**config.mk**
```make
export PLATFORM = sky130hd
export DESIGN_NAME = twm_ctrl
export DESIGN_NICKNAME = d
export VERILOG_FILES = /design/src/sv/twm_pkg.sv /design/src/sv/twm_ctrl.sv
export SDC_FILE = /design/constraint.sdc
export NUM_CORES = 1
export LEC_CHECK = 0
export ABC_AREA = 1
export BUFFER_PORTS_ARGS = -buffer_cell sky130_fd_sc_hd__buf_2
export CAP_MARGIN = 20
export CORE_MARGIN = 2
export CORE_UTILIZATION = 30
export CTS_CLUSTER_DIAMETER = 100
export DETAILED_ROUTE_END_ITERATION = 16
export PLACE_DENSITY = 0.6
export SYNTH_ARGS = -nofsm -noshare
export SYNTH_HDL_FRONTEND = slang
export SYNTH_SLANG_ARGS = --single-unit
```
**constraint.sdc**
```tcl
create_clock -name clk -period 1.4 [get_ports clk]
set_input_delay 0.14 -clock clk [delete_from_list [all_inputs] [get_ports clk]]
set_output_delay 0.14 -clock clk [all_outputs]
set_load 0.02 [all_outputs]
```
**src/sv/twm_pkg.sv**
```systemverilog
`default_nettype none

package twm_pkg;

    // word kinds on the input channel
    localparam logic [2:0] OP_TIME     = 3'd0;
    localparam logic [2:0] OP_FEEDBACK = 3'd1;
    localparam logic [2:0] OP_HLT      = 3'd2;
    localparam logic [2:0] OP_LLT      = 3'd3;
    localparam logic [2:0] OP_STATUS   = 3'd4;
    localparam logic [2:0] OP_OTHER    = 3'd5;

    // result kinds
    localparam logic [2:0] KIND_FRAME       = 3'd0;
    localparam logic [2:0] KIND_TIMEOUT     = 3'd1;
    localparam logic [2:0] KIND_NO_MATCH    = 3'd2;
    localparam logic [2:0] KIND_REPEAT_DIFF = 3'd3;
    localparam logic [2:0] KIND_REPEAT_SAME = 3'd4;
    localparam logic [2:0] KIND_OVERFLOW    = 3'd5;

    localparam logic [9:0]  TIMEOUT_RESET = 10'd100;
    localparam logic [63:0] FAKE_HLT_A    = 64'h1;
    localparam logic [63:0] FAKE_HLT_B    = 64'h1 << 16;

    typedef enum logic [1:0] {
        EM_EXEC,
        EM_TIMEOUT,
        EM_MATCH,
        EM_NOMATCH
    } emit_sel_t;

    typedef struct packed {
        logic [2:0]  kind;
        logic        from_hlt;
        logic [63:0] frame_time;
        logic [63:0] frame_payload;
        logic [31:0] frame_trigger;
        logic [31:0] frame_sequence;
        logic        error_seen;
        logic        last;
    } result_t;

    typedef struct packed {
        logic      capture;
        logic      exec;
        logic      side_hlt;
        logic      load_want;
        logic      pop_trig;
        logic      pop_pay;
        logic      emit;
        emit_sel_t sel;
        logic      flush;
    } cmd_t;

    typedef struct packed {
        logic exec_emit;
        logic exec_repeat;
        logic trig_empty;
        logic pay_empty;
        logic timed_out;
        logic pay_less;
        logic pay_equal;
        logic can_emit;
        logic pend_valid;
    } status_t;

endpackage

`default_nettype wire

```
**src/sv/twm_ctrl.sv**
```systemverilog
`default_nettype none

module twm_ctrl (
    input  wire logic             clk,
    input  wire logic             rst_n,
    input  wire logic             in_valid,
    output logic                  in_ready,
    input  wire twm_pkg::status_t st,
    output twm_pkg::cmd_t         cmd
);
    import twm_pkg::*;

    typedef enum logic [2:0] {
        S_IDLE,
        S_EXEC,
        S_T_WAIT,
        S_T_EVAL,
        S_P_WAIT,
        S_P_EVAL,
        S_FLUSH
    } state_t;

    state_t state_reg, state_next;
    logic   side_reg, side_next;

    always_ff @(posedge clk or negedge rst_n)
    begin
        if (!rst_n)
        begin
            state_reg <= S_IDLE;
            side_reg  <= 1'b1;
        end
        else
        begin
            state_reg <= state_next;
            side_reg  <= side_next;
        end
    end

    assign in_ready = (state_reg == S_IDLE);

    always_comb
    begin
        state_next    = state_reg;
        side_next     = side_reg;
        cmd           = '0;
        cmd.sel       = EM_EXEC;
        cmd.side_hlt  = side_reg;
        unique case (state_reg)
            S_IDLE:
            begin
                if (in_valid)
                begin
                    cmd.capture = 1'b1;
                    state_next  = S_EXEC;
                end
            end
            S_EXEC:
            begin
                if (!st.exec_emit || st.can_emit)
                begin
                    cmd.exec  = 1'b1;
                    cmd.emit  = st.exec_emit;
                    side_next = 1'b1;
                    state_next = st.exec_repeat ? S_FLUSH : S_T_WAIT;
                end
            end
            S_T_WAIT:
            begin
                if (st.trig_empty)
                begin
                    side_next  = 1'b0;
                    state_next = side_reg ? S_T_WAIT : S_FLUSH;
                end
                else
                begin
                    state_next = S_T_EVAL;
                end
            end
            S_T_EVAL:
            begin
                priority if (st.timed_out)
                begin
                    if (st.can_emit)
                    begin
                        cmd.emit     = 1'b1;
                        cmd.sel      = EM_TIMEOUT;
                        cmd.pop_trig = 1'b1;
                        state_next   = S_T_WAIT;
                    end
                end
                else if (st.pay_empty)
                begin
                    side_next  = 1'b0;
                    state_next = side_reg ? S_T_WAIT : S_FLUSH;
                end
                else
                begin
                    cmd.load_want = 1'b1;
                    state_next    = S_P_WAIT;
                end
            end
            S_P_WAIT:
            begin
                state_next = S_P_EVAL;
            end
            S_P_EVAL:
            begin
                priority if (st.pay_less)
                begin
                    cmd.pop_pay = 1'b1;
                    state_next  = S_T_WAIT;
                end
                else
                begin
                    if (st.can_emit)
                    begin
                        cmd.emit     = 1'b1;
                        cmd.sel      = st.pay_equal ? EM_MATCH : EM_NOMATCH;
                        cmd.pop_trig = 1'b1;
                        cmd.pop_pay  = st.pay_equal;
                        state_next   = S_T_WAIT;
                    end
                end
            end
            S_FLUSH:
            begin
                if (!st.pend_valid)
                begin
                    state_next = S_IDLE;
                end
                else if (st.can_emit)
                begin
                    cmd.flush  = 1'b1;
                    state_next = S_IDLE;
                end
            end
            default:
            begin
                state_next = S_IDLE;
            end
        endcase
    end

endmodule

`default_nettype wire

```
==> results of run 1 <==
==> cell families (layout without fill, tap and decap cells) <==
group           Yosys count  in the layout  synth area share (%)
buf+inv                  19             56                 16.05
compound gates           10             10                 13.95
simple gates             48             48                 48.68
flops                     4              4                 21.32
==> layout by cell type, fill, tap and decap left out <==
cell type | Yosys | layout
and3_1 | 1 | 1
nor2_4 | 2 | 4
a31oi_1 | 1 | 1
dfstp_2 | 1 | 1
o31ai_2 | 0 | 1
a21oi_1 | 3 | 2
nand3_1 | 6 | 6
nor2_1 | 9 | 6
o21ai_0 | 1 | 1
nand2_4 | 1 | 1
inv_1 | 14 | 10
a21oi_2 | 1 | 1
nand2_1 | 21 | 17
dfrtp_2 | 0 | 2
o21ai_4 | 0 | 1
dlymetal6s2s_1 | 0 | 1
o211ai_1 | 1 | 1
nand4_1 | 4 | 4
buf_2 | 1 | 12
o31ai_1 | 2 | 1
inv_2 | 3 | 7
clkbuf_1 | 0 | 1
nand2_2 | 2 | 6
buf_4 | 1 | 12
nor3_2 | 0 | 1
dlygate4sd3_1 | 0 | 1
buf_6 | 0 | 9
nor2_2 | 1 | 2
a21oi_4 | 0 | 1
clkbuf_4 | 0 | 3
dfrtp_1 | 3 | 1
==> power by group through the flow <==
stage               clock network [uW]  registers, uW  logic, uW
floorplan                            0            235        596
global placement                     0            266        793
detailed placement                   0            267        792
CTS                                157            269        997
global route                       165            276       1270
finish                             152            270       1160
==> stage by stage <==
step	std cells	util, %	setup slack, ns
global placement	120	41.93	0.04791
finish	134	56.55	-0.1790
detailed placement	120	41.93	0.02253
floorplan	81	-	0.08457
CTS	131	50.76	-0.1519
global route	134	56.55	-0.2343
==> synthesized netlist by cell type (all sizes together) <==
| master | instances |
|---|---|
| nor3 | 1 |
| a31oi | 1 |
| o21ai | 2 |
| o31ai | 2 |
| nor2 | 12 |
| o211ai | 1 |
| and3 | 1 |
| nand2 | 24 |
| buf | 2 |
| dfrtp | 3 |
| inv | 17 |
| nand3 | 6 |
| nand4 | 4 |
| dfstp | 1 |
| a21oi | 4 |
==> layout make-up <==
cell class              count  area, um2  area share [%]
repair buffers             35      274.0           32.54
multi-input cells          58      354.1           42.05
flip-flops and latches      4      103.9           12.33
well taps                  16      20.02           2.377
clock buffers               4      26.28           3.120
inverters                  17      63.81           7.578
==> what timing repair did <==
action,in CTS,in global routing
buffers inserted,6,3
resized for setup,20,17
hold buffers,1,0
endpoints found under the setup margin,7,14
endpoints found under the hold margin,4,0
pin swaps,5,5
==> worst min path at each step <==
stage | slack [ns] | startpoint | endpoint | depth (start not counted)
floorplan | -0.16 | rst_n | state_reg[0] | 0
global placement | -0.05 | rst_n | state_reg[1] | 1
detailed placement | -0.05 | rst_n | state_reg[1] | 1
CTS | 0.21 | st[0] | state_reg[2] | 3
global route | 0.23 | st[0] | state_reg[2] | 3
finish | 0.22 | st[0] | state_reg[2] | 3
==> critical path, delay by kind of cell (launching register included) <==
family                 cells  cell delay [ns]
AOI/OAI and AO/OA          2             0.26
buffers and inverters      2             0.23
DFF                        1             0.41
and+or+nand+nor            3             0.31
==> metal layers <==
metal,vias up,GRT usage (%)
met1,310,21.83
met3,4,3.333
met2,32,25.29
met5,-,0
li1,333,-
met4,0,1.818
==> flow_metrics.py, run 1 <==
metrics = {
    "power_and_ir_drop": {
        "power.internal_uw": 815.6,
        "ir_worst_vdd_mv": 1.092,
        "pwr-share-seq_pct": 17.1,
        "power_uw": 1578,
        "p_leak_uw": 0.0004841,
        "p_switching_uw": 762.3,
        "p_clk_share_pct": 9.6,
        "powerDensity_mw_per_mm2": 1874,
        "swShare_pct": 48.31,
        "comb_power_share_pct": 73.3,
    },
    "worst_setup_path": {
        "startpoint_type": "register",
        "path_class": "register to primary output",
        "critPathRequiredTime_ns": 1.26,
        "reg2reg_slack_ns": -0.02,
        "reg2reg_depth": 9,
        "crit_path_start": "state_reg[0]",
        "worstReg2RegEnd": "state_reg[1]",
        "slowest_delay_ns": 0.41,
        "crit_arrival_ns": 1.44,
        "path_cells": "inv_2 > nor2_4 > nand2_4 > o21ai_4 > nand2_2 > a21oi_2 > buf_4",
        "path_max_fanout": 3,
        "rr_startpoint": "state_reg[0]",
        "worstSetupEndpointType": "primary output",
        "crit_end": "cmd[1]",
        "crit_slowest_cell": "dfrtp_1",
    },
    "sta": {
        "skew_ns": 0.004026,
        "slew_viol_final": 0,
        "layout_min_cycle_time_ns": 1.579,
        "max_slew_margin_pct": 83.70,
        "worstMarginPinSlew_ns": 0.2425,
        "tns_ns": -0.7484,
        "finalHoldViolations": 0,
        "hold_slack_ns": 0.2157,
        "min_period_over_period_pct": 112.8,
        "fmax_mhz": 633.3,
        "rsz0062_at_grt": "yes",
        "finalSetupViolCount": 10,
        "fin_ws_ns": -0.1790,
    },
    "synth": {
        "ys_ff_latch": 4,
        "synth_seq_area_share_pct": 21.32,
        "synthDistinctLibCells": 23,
        "ys.warnings.count": 0,
        "syn_area_per_cell_um2": 5.870,
        "synth_top_area_cell": "nand2_1",
        "synthTopCellsByArea": "nand2_1 (17%), dfrtp_1 (16%), inv_1 (11%)",
        "synth_cells": 81,
        "yosysTopAreaCellShare_pct": 16.58,
        "synth_area_um2": 475.5,
        "synth_nets": 93,
    },
    "place": {
        "dp_hpwl_um": 1040,
        "io_buffers": 22,
        "dpl_cell_area_um2": 624.3,
        "gp_congestion": 0.8151,
    },
    "global_route": {
        "grt_first_pass_wirelength_um": 2297,
        "grt_pass1_vias": 557,
        "antenna_found_initial": 0,
        "grt_overflow": 0,
        "grt_usage_pct": 15.59,
        "grt_max_degree": 10,
    },
    "routing": {
        "route.met3.wl_um": 96,
        "wl_per_cell_um": 11.19,
        "routed_wl_um": 1500,
        "dr_total_vias": 679,
        "drt_first_pass_iters": 4,
        "wl_met2_um": 741,
        "vias_per_cell": 5.067,
        "drt_iter0_markers": 20,
        "post-route-drc-count": 0,
        "ant_nets": 0,
        "top_layer_used": "met4",
        "met1Wirelength_um": 632,
    },
    "finish": {
        "syn_to_final_growth_pct": 77.11,
        "design_area_um2": 842.1,
        "drive_above_1_share_pct": 54.24,
        "largest_register_ff_count": 3,
        "final_nets": 131,
        "num_antenna_cells": 0,
        "fill_cells": 140,
    },
    "die": {
        "core_mm2": 0.001489,
        "dieArea_mm2": 0.001919,
        "start_util_pct": 31.93,
        "fp.dieH_um": 43.81,
        "num_rows": 14,
        "die_w_um": 43.81,
        "io_pins": 23,
    },
    "min_path": {
        "hp-class": "input pin to register",
    },
    "cts": {
        "worstSkewPairLatency_ns": 0.23,
        "path_clk_slew_ns": 0.04,
        "cts.sinks": 4,
        "cts_buffer_depth": 2,
        "cts_buffers": 3,
        "cts_tree": "built",
        "cts-root-buf": "clkbuf_4",
        "htree_num_levels": 1,
    },
    "outcome": {
        "violations": "negative setup slack",
        "status": "finished with violations",
    },
    "job": {
        "cap_violations": 0,
    },
}
Note: power is estimated with default switching activity, not from simulation.
==> run 2, diff against run 1 <==
--- a/config.mk
+++ b/config.mk
@@ -6,7 +6,7 @@
 export NUM_CORES = 1
 export LEC_CHECK = 0
 export ABC_AREA = 1
-export BUFFER_PORTS_ARGS = -buffer_cell sky130_fd_sc_hd__buf_2
+export BUFFER_PORTS_ARGS = -buffer_cell sky130_fd_sc_hd__clkbuf_2
 export CAP_MARGIN = 20
 export CORE_MARGIN = 2
 export CORE_UTILIZATION = 30
==> run 2 against run 1 <==
The run still ends with negative setup slack left. Via count decreased by 1.3%. Critical path depth decreased by 1. Final area is 5.3% higher. Wire length grew 12%. Die area stayed put. Largest cell class unchanged.
==> flow_metrics.py, run 2 (synthesis gave the netlist of run 1 again) <==
metrics = {
    "place": {
        "dpl_cell_area_um2": 624.3,
        "io_buffers": 22,
        "dp_hpwl_um": 1034,
        "place_ws_ns": 0.02661,
        "gp_congestion": 0.8084,
    },
    "worst_setup_path": {
        "path_class": "register to primary output",
        "reg2reg_slack_ns": -0.05,
        "crit_arrival_ns": 1.44,
        "path_cells": "nor2_4 > nand2_4 > o21ai_4 > nand2_2 > a21oi_2 > clkbuf_8",
        "critPathRequiredTime_ns": 1.26,
        "crit_end": "cmd[1]",
        "reg2reg_depth": 10,
        "slowest_delay_ns": 0.44,
        "rr_startpoint": "state_reg[2]",
        "worstSetupEndpointType": "primary output",
        "crit_slowest_cell": "dfrtp_2",
        "worstReg2RegEnd": "state_reg[0]",
        "startpoint_type": "register",
        "path_max_fanout": 4,
        "crit_path_start": "state_reg[1]",
    },
    "sta": {
        "fmax_mhz": 633.2,
        "rsz0062_at_grt": "yes",
        "min_period_over_period_pct": 112.8,
        "worstMarginPinSlew_ns": 0.2545,
        "tns_ns": -0.7852,
        "hold_slack_ns": 0.1971,
        "slew_viol_final": 0,
        "max_slew_margin_pct": 82.96,
        "fin_ws_ns": -0.1793,
        "finalSetupViolCount": 9,
        "finalHoldViolations": 0,
        "skew_ns": 0.004728,
        "layout_min_cycle_time_ns": 1.579,
    },
    "cts": {
        "cts-root-buf": "clkbuf_4",
        "htree_num_levels": 1,
        "worstSkewPairLatency_ns": 0.23,
        "cts.sinks": 4,
        "path_clk_slew_ns": 0.04,
        "cts_buffer_depth": 2,
        "cts_tree": "built",
        "cts_buffers": 3,
    },
    "power_and_ir_drop": {
        "powerDensity_mw_per_mm2": 1856,
        "power.internal_uw": 839.2,
        "swShare_pct": 49.03,
        "ir_worst_vdd_mv": 1.316,
        "p_clk_share_pct": 9.4,
        "p_leak_uw": 0.0005077,
        "power_uw": 1646,
        "comb_power_share_pct": 74.5,
        "p_switching_uw": 807.1,
        "pwr-share-seq_pct": 16.1,
    },
    "job": {
        "cap_violations": 0,
    },
    "routing": {
        "post-route-drc-count": 0,
        "drt_first_pass_iters": 4,
        "routed_wl_um": 1682,
        "vias_per_cell": 4.926,
        "ant_nets": 0,
        "drt_iter0_markers": 18,
        "wl_per_cell_um": 12.37,
        "dr_total_vias": 670,
    },
    "finish": {
        "syn_to_final_growth_pct": 86.58,
        "num_antenna_cells": 0,
        "design_area_um2": 887.1,
        "largest_register_ff_count": 3,
        "layout_commonest_cell": "nand2_1",
        "final_cell_mix": "nand2_1 (17), buf_4 (13), clkbuf_2 (12), inv_1 (10), inv_2 (7)",
        "drive_above_1_share_pct": 58.33,
        "final_nets": 133,
    },
    "global_route": {
        "grt_max_degree": 10,
        "grt_first_pass_wirelength_um": 2511,
        "grt_pass1_vias": 634,
        "antenna_found_initial": 0,
        "grt_overflow": 0,
        "grt_usage_pct": 17.29,
    },
    "die": {
        "num_rows": 14,
        "fp.dieH_um": 43.81,
        "io_pins": 23,
        "dieArea_mm2": 0.001919,
        "die_w_um": 43.81,
        "core_mm2": 0.001489,
        "start_util_pct": 31.93,
    },
    "min_path": {
        "hp-class": "input pin to register",
    },
    "outcome": {
        "violations": "negative setup slack",
        "status": "finished with violations",
    },
}
-- run 2: what timing repair did --
action	CTS	global route
resized for setup	23	26
setup endpoints to repair	8	14
setup buffers	9	4
hold endpoints to repair	4	0
pin swaps	4	6
hold buffers	1	0
-- run 2: final cells by class --
class,instances,area (um2)
Sequential cell,4,103.9
Multi-Input combinational cell,58,375.4
Timing Repair Buffer,37,297.8
Tap cell,16,20.02
Fill cell,135,601.8
Clock buffer,4,26.28
Inverter,17,63.81
-- run 2: worst min path at each step --
stage / start / end / slack, ns / cells past startpoint
6_report: st[0] / state_reg[2] / 0.20 / 3
5_1_grt: st[0] / state_reg[2] / 0.22 / 3
4_1_cts: st[0] / state_reg[2] / 0.19 / 3
3_5_place_dp: rst_n / state_reg[1] / -0.05 / 1
3_3_place_gp: rst_n / state_reg[1] / -0.05 / 1
2_1_floorplan: rst_n / state_reg[0] / -0.16 / 0
-- run 2: per-stage QoR --
step                      std cells  util [%]
after floorplan                  81         -
after global placement          120     41.93
after detailed placement        120     41.93
after CTS                       134     53.53
after global routing            136     59.58
final                           136     59.58
-- run 2: power groups by stage --
stage / logic (uW) / registers, uW / clock network (uW)
3_5_place_dp: 791 / 267 / 0
6_report: 1230 / 266 / 154
5_1_grt: 1330 / 272 / 169
3_3_place_gp: 792 / 266 / 0
4_1_cts: 1010 / 270 / 160
2_1_floorplan: 596 / 235 / 0
-- run 2: per-layer routing --
metal	global-route usage, %	part of all wire, %
met3	2.083	4.0
met4	6.667	1.2
met1	20.30	41
met2	31.47	54
met5	0	0
-- run 2: critical path: cells and delay by family, from the launching register on --
kind            cells  cell delay, ns
compound gates      2            0.26
buf+inv             1            0.16
simple gates        3            0.35
flops               1            0.44
